$ cat config.mk
export PLATFORM = sky130hd
export DESIGN_NAME = pid_brake_light_intensity
export DESIGN_NICKNAME = d
export VERILOG_FILES = /design/src/sv/pbl_pkg.sv /design/src/sv/pbl_integrator.sv /design/src/sv/pbl_mac.sv /design/src/sv/pbl_intensity.sv /design/src/sv/pid_brake_light_intensity.sv
export SDC_FILE = /design/constraint.sdc
export NUM_CORES = 2
export LEC_CHECK = 0
export BUFFER_PORTS_ARGS = -buffer_cell sky130_fd_sc_hd__buf_2
export CAP_MARGIN = 5
export CORE_ASPECT_RATIO = 1.5
export CORE_MARGIN = 2
export CORE_UTILIZATION = 40
export CTS_CLUSTER_SIZE = 20
export DETAILED_ROUTE_END_ITERATION = 16
export MAX_ROUTING_LAYER = met4
export PLACE_DENSITY = 0.58
export SYNTH_ARGS = -nofsm -noshare
export SYNTH_HDL_FRONTEND = slang
export SYNTH_HIERARCHICAL = 1
export SYNTH_SLANG_ARGS = --single-unit
$ cat constraint.sdc
create_clock -name i_clk -period 8 [get_ports i_clk]
set_input_delay 1.2 -clock i_clk [delete_from_list [all_inputs] [get_ports i_clk]]
set_output_delay 1.2 -clock i_clk [all_outputs]
set_load 0.05 [all_outputs]
$ cat src/sv/pbl_pkg.sv
// Package with shared types and register codes for the brake light PID controller.
`timescale 1ns / 1ps
`default_nettype none

package pbl_pkg;

    localparam int unsigned CFG_INDEX_W = 3;
    localparam int unsigned CFG_DATA_W  = 50;
    localparam int unsigned CTRL_W      = 50;

    typedef enum logic [CFG_INDEX_W-1:0] {
        CFG_INTEG_LIMIT   = 3'd0,
        CFG_GAIN_P        = 3'd1,
        CFG_GAIN_I        = 3'd2,
        CFG_GAIN_D        = 3'd3,
        CFG_BRAKE_THRESH  = 3'd4,
        CFG_ACCEL_THRESH  = 3'd5,
        CFG_PWM_MINIMUM   = 3'd6,
        CFG_REST_LEVEL    = 3'd7
    } t_cfg_index;

    typedef struct packed {
        logic        [30:0] integ_limit;
        logic signed [15:0] gain_p;
        logic signed [15:0] gain_i;
        logic signed [15:0] gain_d;
        logic signed [49:0] brake_thresh;
        logic signed [49:0] accel_thresh;
        logic        [15:0] pwm_minimum;
        logic        [15:0] rest_level;
    } t_cfg;

endpackage

`default_nettype wire

$ cat src/sv/pbl_integrator.sv
// Error, clamped integral and derivative stage holding the PID history state.
`timescale 1ns / 1ps
`default_nettype none

module pbl_integrator
    import pbl_pkg::*;
(
    input  wire logic               i_clk,
    input  wire logic               i_rst_n,
    input  wire t_cfg               i_cfg,
    input  wire logic               i_valid,
    output logic                    o_ready,
    input  wire logic signed [15:0] i_accel_z,
    output logic                    o_valid,
    input  wire logic               i_ready,
    output logic signed [16:0]      o_error,
    output logic signed [31:0]      o_integral,
    output logic signed [17:0]      o_deriv
);

    logic signed [31:0] r_integral;
    logic signed [16:0] r_last_err;
    logic               r_valid;

    logic signed [16:0] n_error;
    logic signed [32:0] sum_acc;
    logic signed [32:0] guard_pos;
    logic signed [32:0] guard_neg;
    logic signed [31:0] n_integral;
    logic signed [17:0] n_deriv;
    logic               accept;

    assign o_ready = !r_valid || i_ready;
    assign accept  = i_valid && o_ready;
    assign o_valid = r_valid;

    always_comb begin
        n_error   = 17'(i_accel_z) + 17'sd1;
        sum_acc   = 33'(r_integral) + 33'(n_error);
        guard_pos = $signed({2'b00, i_cfg.integ_limit});
        guard_neg = -guard_pos;
        if (sum_acc < guard_neg) begin
            n_integral = guard_neg[31:0];
        end else if (sum_acc > guard_pos) begin
            n_integral = guard_pos[31:0];
        end else begin
            n_integral = sum_acc[31:0];
        end
        n_deriv = 18'(n_error) - 18'(r_last_err);
    end

    always_ff @(posedge i_clk) begin
        if (!i_rst_n) begin
            r_integral <= '0;
            r_last_err <= '0;
            r_valid    <= 1'b0;
        end else begin
            if (o_ready) begin
                r_valid <= i_valid;
            end
            if (accept) begin
                r_integral <= n_integral;
                r_last_err <= n_error;
            end
        end
    end

    always_ff @(posedge i_clk) begin
        if (accept) begin
            o_error    <= n_error;
            o_integral <= n_integral;
            o_deriv    <= n_deriv;
        end
    end

endmodule

`default_nettype wire

$ cat src/sv/pbl_mac.sv
// Gain multiplies in one stage and the control sum in the next.
`timescale 1ns / 1ps
`default_nettype none

module pbl_mac
    import pbl_pkg::*;
(
    input  wire logic               i_clk,
    input  wire logic               i_rst_n,
    input  wire t_cfg               i_cfg,
    input  wire logic               i_valid,
    output logic                    o_ready,
    input  wire logic signed [16:0] i_error,
    input  wire logic signed [31:0] i_integral,
    input  wire logic signed [17:0] i_deriv,
    output logic                    o_valid,
    input  wire logic               i_ready,
    output logic signed [CTRL_W-1:0] o_control
);

    logic signed [32:0] r_prod_p;
    logic signed [47:0] r_prod_i;
    logic signed [33:0] r_prod_d;
    logic               r_mul_valid;
    logic               r_sum_valid;
    logic               mul_ready;
    logic               sum_ready;

    assign sum_ready = !r_sum_valid || i_ready;
    assign mul_ready = !r_mul_valid || sum_ready;
    assign o_ready   = mul_ready;
    assign o_valid   = r_sum_valid;

    always_ff @(posedge i_clk) begin
        if (!i_rst_n) begin
            r_mul_valid <= 1'b0;
            r_sum_valid <= 1'b0;
        end else begin
            if (mul_ready) begin
                r_mul_valid <= i_valid;
            end
            if (sum_ready) begin
                r_sum_valid <= r_mul_valid;
            end
        end
    end

    always_ff @(posedge i_clk) begin
        if (i_valid && mul_ready) begin
            r_prod_p <= 33'(i_cfg.gain_p) * 33'(i_error);
            r_prod_i <= 48'(i_cfg.gain_i) * 48'(i_integral);
            r_prod_d <= 34'(i_cfg.gain_d) * 34'(i_deriv);
        end
        if (r_mul_valid && sum_ready) begin
            o_control <= CTRL_W'(r_prod_p) + CTRL_W'(r_prod_i) + CTRL_W'(r_prod_d);
        end
    end

endmodule

`default_nettype wire

$ cat src/sv/pbl_intensity.sv
// Threshold compare and PWM intensity update feeding the result register.
`timescale 1ns / 1ps
`default_nettype none

module pbl_intensity
    import pbl_pkg::*;
(
    input  wire logic                    i_clk,
    input  wire logic                    i_rst_n,
    input  wire t_cfg                    i_cfg,
    input  wire logic                    i_valid,
    output logic                         o_ready,
    input  wire logic signed [CTRL_W-1:0] i_control,
    output logic                         o_valid,
    input  wire logic                    i_ready,
    output logic signed [CTRL_W-1:0]     o_control,
    output logic        [15:0]           o_intensity
);

    logic [15:0] r_level;
    logic [15:0] n_level;
    logic        r_valid;
    logic        accept;

    assign o_ready = !r_valid || i_ready;
    assign accept  = i_valid && o_ready;
    assign o_valid = r_valid;

    always_comb begin
        if (i_control > i_cfg.brake_thresh || i_control < i_cfg.accel_thresh) begin
            n_level = i_cfg.pwm_minimum;
        end else if (r_level > i_cfg.rest_level) begin
            n_level = r_level - 16'd1;
        end else if (r_level < i_cfg.rest_level) begin
            n_level = r_level + 16'd1;
        end else begin
            n_level = r_level;
        end
    end

    always_ff @(posedge i_clk) begin
        if (!i_rst_n) begin
            r_level <= '0;
            r_valid <= 1'b0;
        end else begin
            if (o_ready) begin
                r_valid <= i_valid;
            end
            if (accept) begin
                r_level <= n_level;
            end
        end
    end

    always_ff @(posedge i_clk) begin
        if (accept) begin
            o_control   <= i_control;
            o_intensity <= n_level;
        end
    end

endmodule

`default_nettype wire

$ cat src/sv/pid_brake_light_intensity.sv
// Top level of the brake light PID controller with configuration registers.
// A result passes the input register, integrator, multiply, sum and intensity stages in order.
// Throughput: one item per cycle; five registered stages, each holding while the next is full.
// Reset: synchronous active-low reset clears the configuration registers, the integral,
// the previous error, the PWM level and every stage valid; payload registers are not reset.
`timescale 1ns / 1ps
`default_nettype none

module pid_brake_light_intensity
    import pbl_pkg::*;
(
    input  wire logic                    i_clk,
    input  wire logic                    i_rst_n,
    input  wire logic                    i_cfg_we,
    input  wire logic [CFG_INDEX_W-1:0]  i_cfg_index,
    input  wire logic [CFG_DATA_W-1:0]   i_cfg_data,
    input  wire logic                    i_in_valid,
    output logic                         o_in_ready,
    input  wire logic signed [15:0]      i_accel_z,
    output logic                         o_out_valid,
    input  wire logic                    i_out_ready,
    output logic signed [CTRL_W-1:0]     o_control_value,
    output logic        [15:0]           o_intensity
);

    t_cfg               r_cfg;
    logic signed [15:0] r_accel_z;
    logic               r_in_valid;

    logic               integ_valid;
    logic               integ_ready;
    logic               mac_valid;
    logic               mac_ready;
    logic               pwm_valid;
    logic               pwm_ready;
    logic signed [16:0] integ_error;
    logic signed [31:0] int_integral;
    logic signed [17:0] int_deriv;
    logic signed [CTRL_W-1:0] mac_control;

    always_ff @(posedge i_clk) begin
        if (!i_rst_n) begin
            r_cfg <= '0;
        end else if (i_cfg_we) begin
            case (t_cfg_index'(i_cfg_index))
                CFG_INTEG_LIMIT:  r_cfg.integ_limit  <= i_cfg_data[30:0];
                CFG_GAIN_P:       r_cfg.gain_p       <= i_cfg_data[15:0];
                CFG_GAIN_I:       r_cfg.gain_i       <= i_cfg_data[15:0];
                CFG_GAIN_D:       r_cfg.gain_d       <= i_cfg_data[15:0];
                CFG_BRAKE_THRESH: r_cfg.brake_thresh <= i_cfg_data[49:0];
                CFG_ACCEL_THRESH: r_cfg.accel_thresh <= i_cfg_data[49:0];
                CFG_PWM_MINIMUM:  r_cfg.pwm_minimum  <= i_cfg_data[15:0];
                CFG_REST_LEVEL:   r_cfg.rest_level   <= i_cfg_data[15:0];
                default:          r_cfg              <= r_cfg;
            endcase
        end
    end

    assign o_in_ready = !r_in_valid || integ_ready;

    always_ff @(posedge i_clk) begin
        if (!i_rst_n) begin
            r_in_valid <= 1'b0;
        end else if (o_in_ready) begin
            r_in_valid <= i_in_valid;
        end
    end

    always_ff @(posedge i_clk) begin
        if (i_in_valid && o_in_ready) begin
            r_accel_z <= i_accel_z;
        end
    end

    pbl_integrator u_integrator (
        .i_clk      (i_clk),
        .i_rst_n    (i_rst_n),
        .i_cfg      (r_cfg),
        .i_valid    (r_in_valid),
        .o_ready    (integ_ready),
        .i_accel_z  (r_accel_z),
        .o_valid    (integ_valid),
        .i_ready    (mac_ready),
        .o_error    (integ_error),
        .o_integral (int_integral),
        .o_deriv    (int_deriv)
    );

    pbl_mac u_mac (
        .i_clk      (i_clk),
        .i_rst_n    (i_rst_n),
        .i_cfg      (r_cfg),
        .i_valid    (integ_valid),
        .o_ready    (mac_ready),
        .i_error    (integ_error),
        .i_integral (int_integral),
        .i_deriv    (int_deriv),
        .o_valid    (mac_valid),
        .i_ready    (pwm_ready),
        .o_control  (mac_control)
    );

    pbl_intensity u_intensity (
        .i_clk       (i_clk),
        .i_rst_n     (i_rst_n),
        .i_cfg       (r_cfg),
        .i_valid     (mac_valid),
        .o_ready     (pwm_ready),
        .i_control   (mac_control),
        .o_valid     (pwm_valid),
        .i_ready     (i_out_ready),
        .o_control   (o_control_value),
        .o_intensity (o_intensity)
    );

    assign o_out_valid = pwm_valid;

endmodule

`default_nettype wire

After elaboration in Yosys (flattened, before gate mapping)
Index checks and enable logic that the tools add are counted.
{ "op_classes": {"order_cmp": 6, "reduce_logical": 25, "n_addsub": 8, "n_div": 0, "n_bitwise": 0, "shifts": 0, "n_eq_ne": 7, "n_mul": 3, "n_mux": 5} }
{ "op_table": {"columns": ["cell", "n"], "rows": [
  ["32-bit two-way mux", 2],
  ["49-bit by 34-bit adder with 50-bit output", 1],
  ["50-bit > comparator", 1],
  ["50-bit < comparator", 1],
  ["33-bit by 48-bit adder with 49-bit output", 1],
  ["16-bit by 32-bit multiplier with 48-bit output", 1],
  ["16-bit two-way mux", 3],
  ["16-bit by 18-bit multiplier with 34-bit output", 1],
  ["32-bit by 17-bit adder with 33-bit output", 1],
  ["33-bit by 32-bit > comparator with 1-bit output", 1],
  ["33-bit < comparator", 1],
  ["16-bit by 17-bit multiplier with 33-bit output", 1],
  ["31-bit negation with 33-bit output", 1],
  ["17-bit by 17-bit subtractor with 18-bit output", 1],
  ["16-bit by 2-bit adder with 17-bit output, second input constant", 1],
  ["16-bit by 1-bit adder with 16-bit output, second input constant", 1],
  ["16-bit > comparator", 1],
  ["16-bit < comparator", 1],
  ["2-bit AND reduction", 8],
  ["16-bit by 1-bit subtractor with 16-bit output, second input constant", 1],
  ["3-bit equality test, second input constant", 4],
  ["3-bit by 2-bit equality test with 1-bit output, second input constant", 2],
  ["1-bit logical OR", 6],
  ["1-bit logical AND", 5],
  ["3 further kinds", 7]
]} }
{ "word_totals": {"in_bits": 74, "out_inout_bits": 68, "rom_bits": 0, "word_cells": 80, "ram_bits": 0, "memories": 0, "latchBits": 0, "register_bits": 595} }

Depth between registers and ports, before layout
{ "depth": {"depth_word": 7, "depth_mapped": 29, "mapped_depth_nobuf": 26} }

Modules after synthesis
The synthesis kept the hierarchy.
{ "by_module_without_submodules": {"columns": ["mod", "seq_area_each_um2", "n_inst", "cells_per_inst", "area_per_inst_um2"], "rows": [
  ["pbl_mac", 4994.8, 1, 4956, 47194.0],
  ["pbl_integrator", 3012.9, 1, 1035, 9265.1],
  ["pid_brake_light_intensity", 4724.5, 1, 768, 8291.7],
  ["pbl_intensity", 2322.2, 1, 672, 6421.2]
]} }

Worst setup path after synthesis
OpenSTA, ideal clock, no wires.
{ "synth_path": {"path_type": "register -> register", "start": "reg r_cfg[168] (netlist name)", "end": "reg u_mac.r_prod_p[31], data pin", "path_stages_with_launch": 25, "t_arrival_ns": 6.134, "setup_time_ns": 0.262, "n_path_buf": 2, "setup_slack_ns": 1.604, "cell_sequence": "dfxtp_1 > clkbuf_1 > clkbuf_1 > nand2_1 > fa_1 > inv_1 > fa_1 > inv_1 > fa_1 > inv_1 > fa_1 > inv_1 > fa_1 > inv_1 > fa_1 > ha_1 > a21o_1 > a21o_1 > a2111oi_0 > a211oi_1 > nor4_1 > o21ai_1 > a21oi_1 > o21ai_1 > xor2_1"} }
{ "synth_between": {"elab_chain_len": 1} }
{ "synth_lines": {"columns": ["element", "line_no", "rtl"], "rows": [
  ["from (decl)", "pid_brake_light_intensity.sv:26", "t_cfg r_cfg;"],
  ["from (signal assigned)", "pid_brake_light_intensity.sv:54", "default: r_cfg <= r_cfg;"],
  ["16-bit by 17-bit multiplier with 33-bit output", "pbl_mac.sv:50", "r_prod_p <= 33'(i_cfg.gain_p) * 33'(i_error);"],
  ["to (signal assigned)", "pbl_mac.sv:50", null],
  ["to (decl)", "pbl_mac.sv:21", "logic signed [32:0] r_prod_p;"]
]} }
No other way between the ends.
A chain may end at the register's enable or synchronous reset.

Worst setup path after layout
{ "layout_path": {"start": "reg r_cfg[149] (netlist name)", "end": "reg u_mac.r_prod_i[43], data pin"} }
{ "layout_between": {"elab_chain_len": 1} }
{ "layout_lines": {"columns": ["element", "line_no", "rtl"], "rows": [
  ["16-bit by 32-bit multiplier with 48-bit output", "pbl_mac.sv:51", "r_prod_i <= 48'(i_cfg.gain_i) * 48'(i_integral);"],
  ["to (signal assigned)", "pbl_mac.sv:51", null],
  ["to (decl)", "pbl_mac.sv:22", "logic signed [47:0] r_prod_i;"]
]} }
No other way between the ends.

==> metrics.md <==
| Metric | Value |
|---|---|
| Status | `finished, final reports clean` |
| Share of post-route cells with drive strength above 1 | `6.29%` |
| Worst Setup Path Type | `flip-flop to flip-flop` |
| Drt initial violations | `2893` |
| Req. time, crit path | `8.45 ns` |
| Wirelength, routed | `215000 microns` |
| CP endpoint | `u_mac/r_prod_i[43]$_DFFE_PP_` |
| Hold Startpoint | `u_mac/o_control[0]$_DFFE_PP_` |
| Crit path max fanout | `18` |
| Worst hold stages | `0` |
| Routed WL per cell | `21.8 microns` |
| Vias per inst | `5.25` |
| EDFF count, synth | `314` |
| TritonCTS Sinks | `595` |
| Pin count of the biggest net entering global routing | `113` |
| I/O Pins | `142` |
| Hold Vio Cnt, Final | `0` |
| Horiz. Die Dim | `348 microns` |
| DP Worst Slack | `0.640 ns` |
| Slew margin rel. | `13.0%` |
| Fmax achieved | `134 MHz` |
| Slew Limit Fails | `0` |
| Core area | `177000 sq um` |
| Critical R2R Capture | `u_mac/r_prod_i[43]$_DFFE_PP_` |
| Synth top cells by count | `inv_1 (1426), fa_1 (1103), nand2_1 (1029)` |
| Post-CTS Hold Buffers | `0` |
| HPWL Detailed | `173000 microns` |
| Unrepaired setup endpoints after global routing | `no` |
| Post-synthesis sequential area ratio | `21.2%` |
| Deepest clock path buffer count | `3` |
| Mapped Cells | `7431` |
| Syn. warnings | `6` |
| Setup-failing EPs final | `0` |
| P_leak | `35.7 nW` |
| Worst R2R Setup Slack | `0.53 ns` |
| Antenna violations before repair | `18` |
| Largest cells by area after synthesis | `fa_1 (31%), edfxtp_1 (13%), ha_1 (9.9%), dfxtp_1 (7.9%), inv_1 (7.5%)` |
| Final period util | `93.4%` |
| Post-route minimum period | `7.47 ns` |
| Port bufs | `141` |
| Chip Height | `521 microns` |
| Yosys reg bits | `595` |
| GRT Total Usage | `24.6%` |
| CTS Buf Count | `68` |
| Syn Area/Cell | `9.58 sq um` |
| Dominant synthesized flop cell | `edfxtp_1` |
| Most common cell in the synthesized netlist | `inv_1` |
| TritonCTS clock tree | `done` |
| Hold Path Class | `flip-flop to flip-flop` |
| Worst-Skew Late Latency | `0.71 ns` |
| Final #Nets | `9242` |
| Post-route ant nets | `0` |
| CTS root buf | `clkbuf_16` |
| First-pass GRT wire length | `330000 microns` |
| Skew final | `0.0542 ns` |
| Yosys cell types | `101` |
| Area growth from synthesis to layout | `8.18%` |
| Worst Path Arrival | `7.92 ns` |
| Grt total ovfl | `0` |
| Starting Density | `40.2%` |
| Post-Syn Nets | `9172` |
| Ys async rst share | `0%` |
| Power Density | `150 nW/um^2` |
| Worst Setup End Kind | `flip-flop` |
| Hold WS | `0.444 ns` |
| Pre-Repair DR Iteration Count | `6` |
| Vias | `51731` |
| Vias in the first global route | `55708` |
| Rows | `189` |
| CP startpoint kind | `flip-flop` |
| Cts repair resizes | `0` |
| Synthesized area | `71200 sq um` |
| Post-synth top area cell | `fa_1` |
| TNS Setup | `0 ns` |
| H-Tree Depth | `3` |
| Reg clk slew, reported paths | `0.06 ns` |
| Setup bufs post-CTS | `0` |
| R2r worst-path depth | `21` |
| Crit path from | `r_cfg[149]$_SDFFE_PN0P_` |
| Post-route DRC | `0` |
| Crit Reg-Reg Startpoint | `r_cfg[149]$_SDFFE_PN0P_` |
| Post-synth top area share | `31.0%` |
| Setup ws final | `0.532 ns` |
| Gpl congestion | `0.948` |
| Maxcap violations | `0` |
| Die area | `181000 sq um` |
| Worst Max-Slew Pin Slew | `1.30 ns` |
| Max VDD drop | `136 uV` |
-- power by group --
| group | switching (mW) | total, mW | leakage (nW) | internal (mW) |
|---|---|---|---|---|
| Combinational | 2.69 | 4.27 | 29.4 | 1.58 |
| Sequential | 0.418 | 3.94 | 5.19 | 3.52 |
| Clock | 1.47 | 3.38 | 1.15 | 1.90 |
-- area by class of cell --
| type | instances | area (sq um) |
|---|---|---|
| Clock inverter | 38 | 527 |
| Tap cell | 2292 | 2870 |
| Fill cell | 17094 | 99900 |
| Timing Repair Buffer | 274 | 1750 |
| Clock buffer | 88 | 1850 |
| Inverter | 1427 | 5360 |
| Sequential cell | 595 | 15100 |
| Multi-Input combinational cell | 5135 | 49600 |
| Antenna cell | 8 | 20.0 |
-- layout by cell type, fill, tap and decap left out, drive strengths merged, types with 35 or more instances in the layout --
master  synthesis  layout
clkbuf        216      88
nor3           64      64
ha            564     564
a21oi         265     265
and2          432     432
xor2           70      70
o21ai         167     167
edfxtp        314     314
a21o           90      90
inv          1427    1432
o21a           35      35
a211oi         54      54
nand3          97      97
nand2b         41      41
dfxtp         281     281
xnor2         190     190
nand4          64      64
fa           1103    1103
buf            58     274
nand2        1029    1029
mux2i         217     217
nor2          232     232
-- flip-flops by register name, summed over array words and instances, names as in the netlist --
register                 count
u_mac/r_prod_p              33
u_integrator/o_deriv        18
u_intensity/o_control       50
u_mac/o_valid                1
r_cfg                      211
u_mac/o_control             50
u_integrator/o_integral     32
u_integrator/r_last_err     17
u_integrator/o_error        17
r_in_valid                   1
u_integrator/o_valid         1
u_mac/r_mul_valid            1
u_intensity/r_level         16
u_intensity/o_valid          1
u_mac/r_prod_i              48
u_mac/r_prod_d              34
u_integrator/r_integral     32
u_intensity/o_intensity     16
r_accel_z                   16
-- through the flow --
step / util (%) / cells / area, sq um / total power [mW]
floorplan: - / 7431 / 71200 / 6.70
global placement: 42.2 / 9723 / 74600 / 8.19
detailed placement: 42.2 / 9723 / 74600 / 8.23
CTS: 43.5 / 9849 / 77000 / 11.7
global route: 43.5 / 9855 / 77000 / 12.2
finish: 43.5 / 9857 / 77000 / 11.6
-- critical path, stage by stage (launching register included) --
cell      delay, ns
dfxtp_1        0.83
buf_4          0.37
nand2_1        0.11
fa_1           0.52
fa_1           0.51
fa_1           0.51
inv_1          0.05
fa_1           0.49
fa_1           0.49
inv_1          0.05
fa_1           0.47
inv_1          0.04
ha_1           0.35
inv_1          0.10
nor4_1         0.31
o211ai_1       0.19
a311oi_1       0.50
o221ai_1       0.33
a21oi_1        0.50
a21oi_1        0.21
o21ai_1        0.20
xnor2_1        0.08
-- worst min-delay path by stage --
stage | end | slack (ns)
3_5_place_dp | u_intensity/o_control[0]$_DFFE_PP_ | 0.44
4_1_cts | u_intensity/o_control[0]$_DFFE_PP_ | 0.45
6_report | u_intensity/o_control[0]$_DFFE_PP_ | 0.44
2_1_floorplan | u_intensity/o_control[0]$_DFFE_PP_ | 0.43
3_3_place_gp | u_intensity/o_control[0]$_DFFE_PP_ | 0.44
5_1_grt | u_intensity/o_control[0]$_DFFE_PP_ | 0.45
-- kinds of logic after synthesis --
family	Yosys count	synth area share [%]
mux	232	3.29
fa+ha+maj	1667	40.9
buf+inv	1701	9.25
flops	595	21.2
xor+xnor	260	3.20
simple gates	2106	14.1
compound gates	870	8.11
-- layer usage --
metal	vias up	part of all wire, %	global-route usage [%]
met1	26262	39	28.0
met3	454	3.8	2.51
met4	0	5.0	10.9
met2	1299	52	43.7
met5	-	0	-
li1	23716	-	-
No activity file was read; power rests on OpenSTA's default activity.
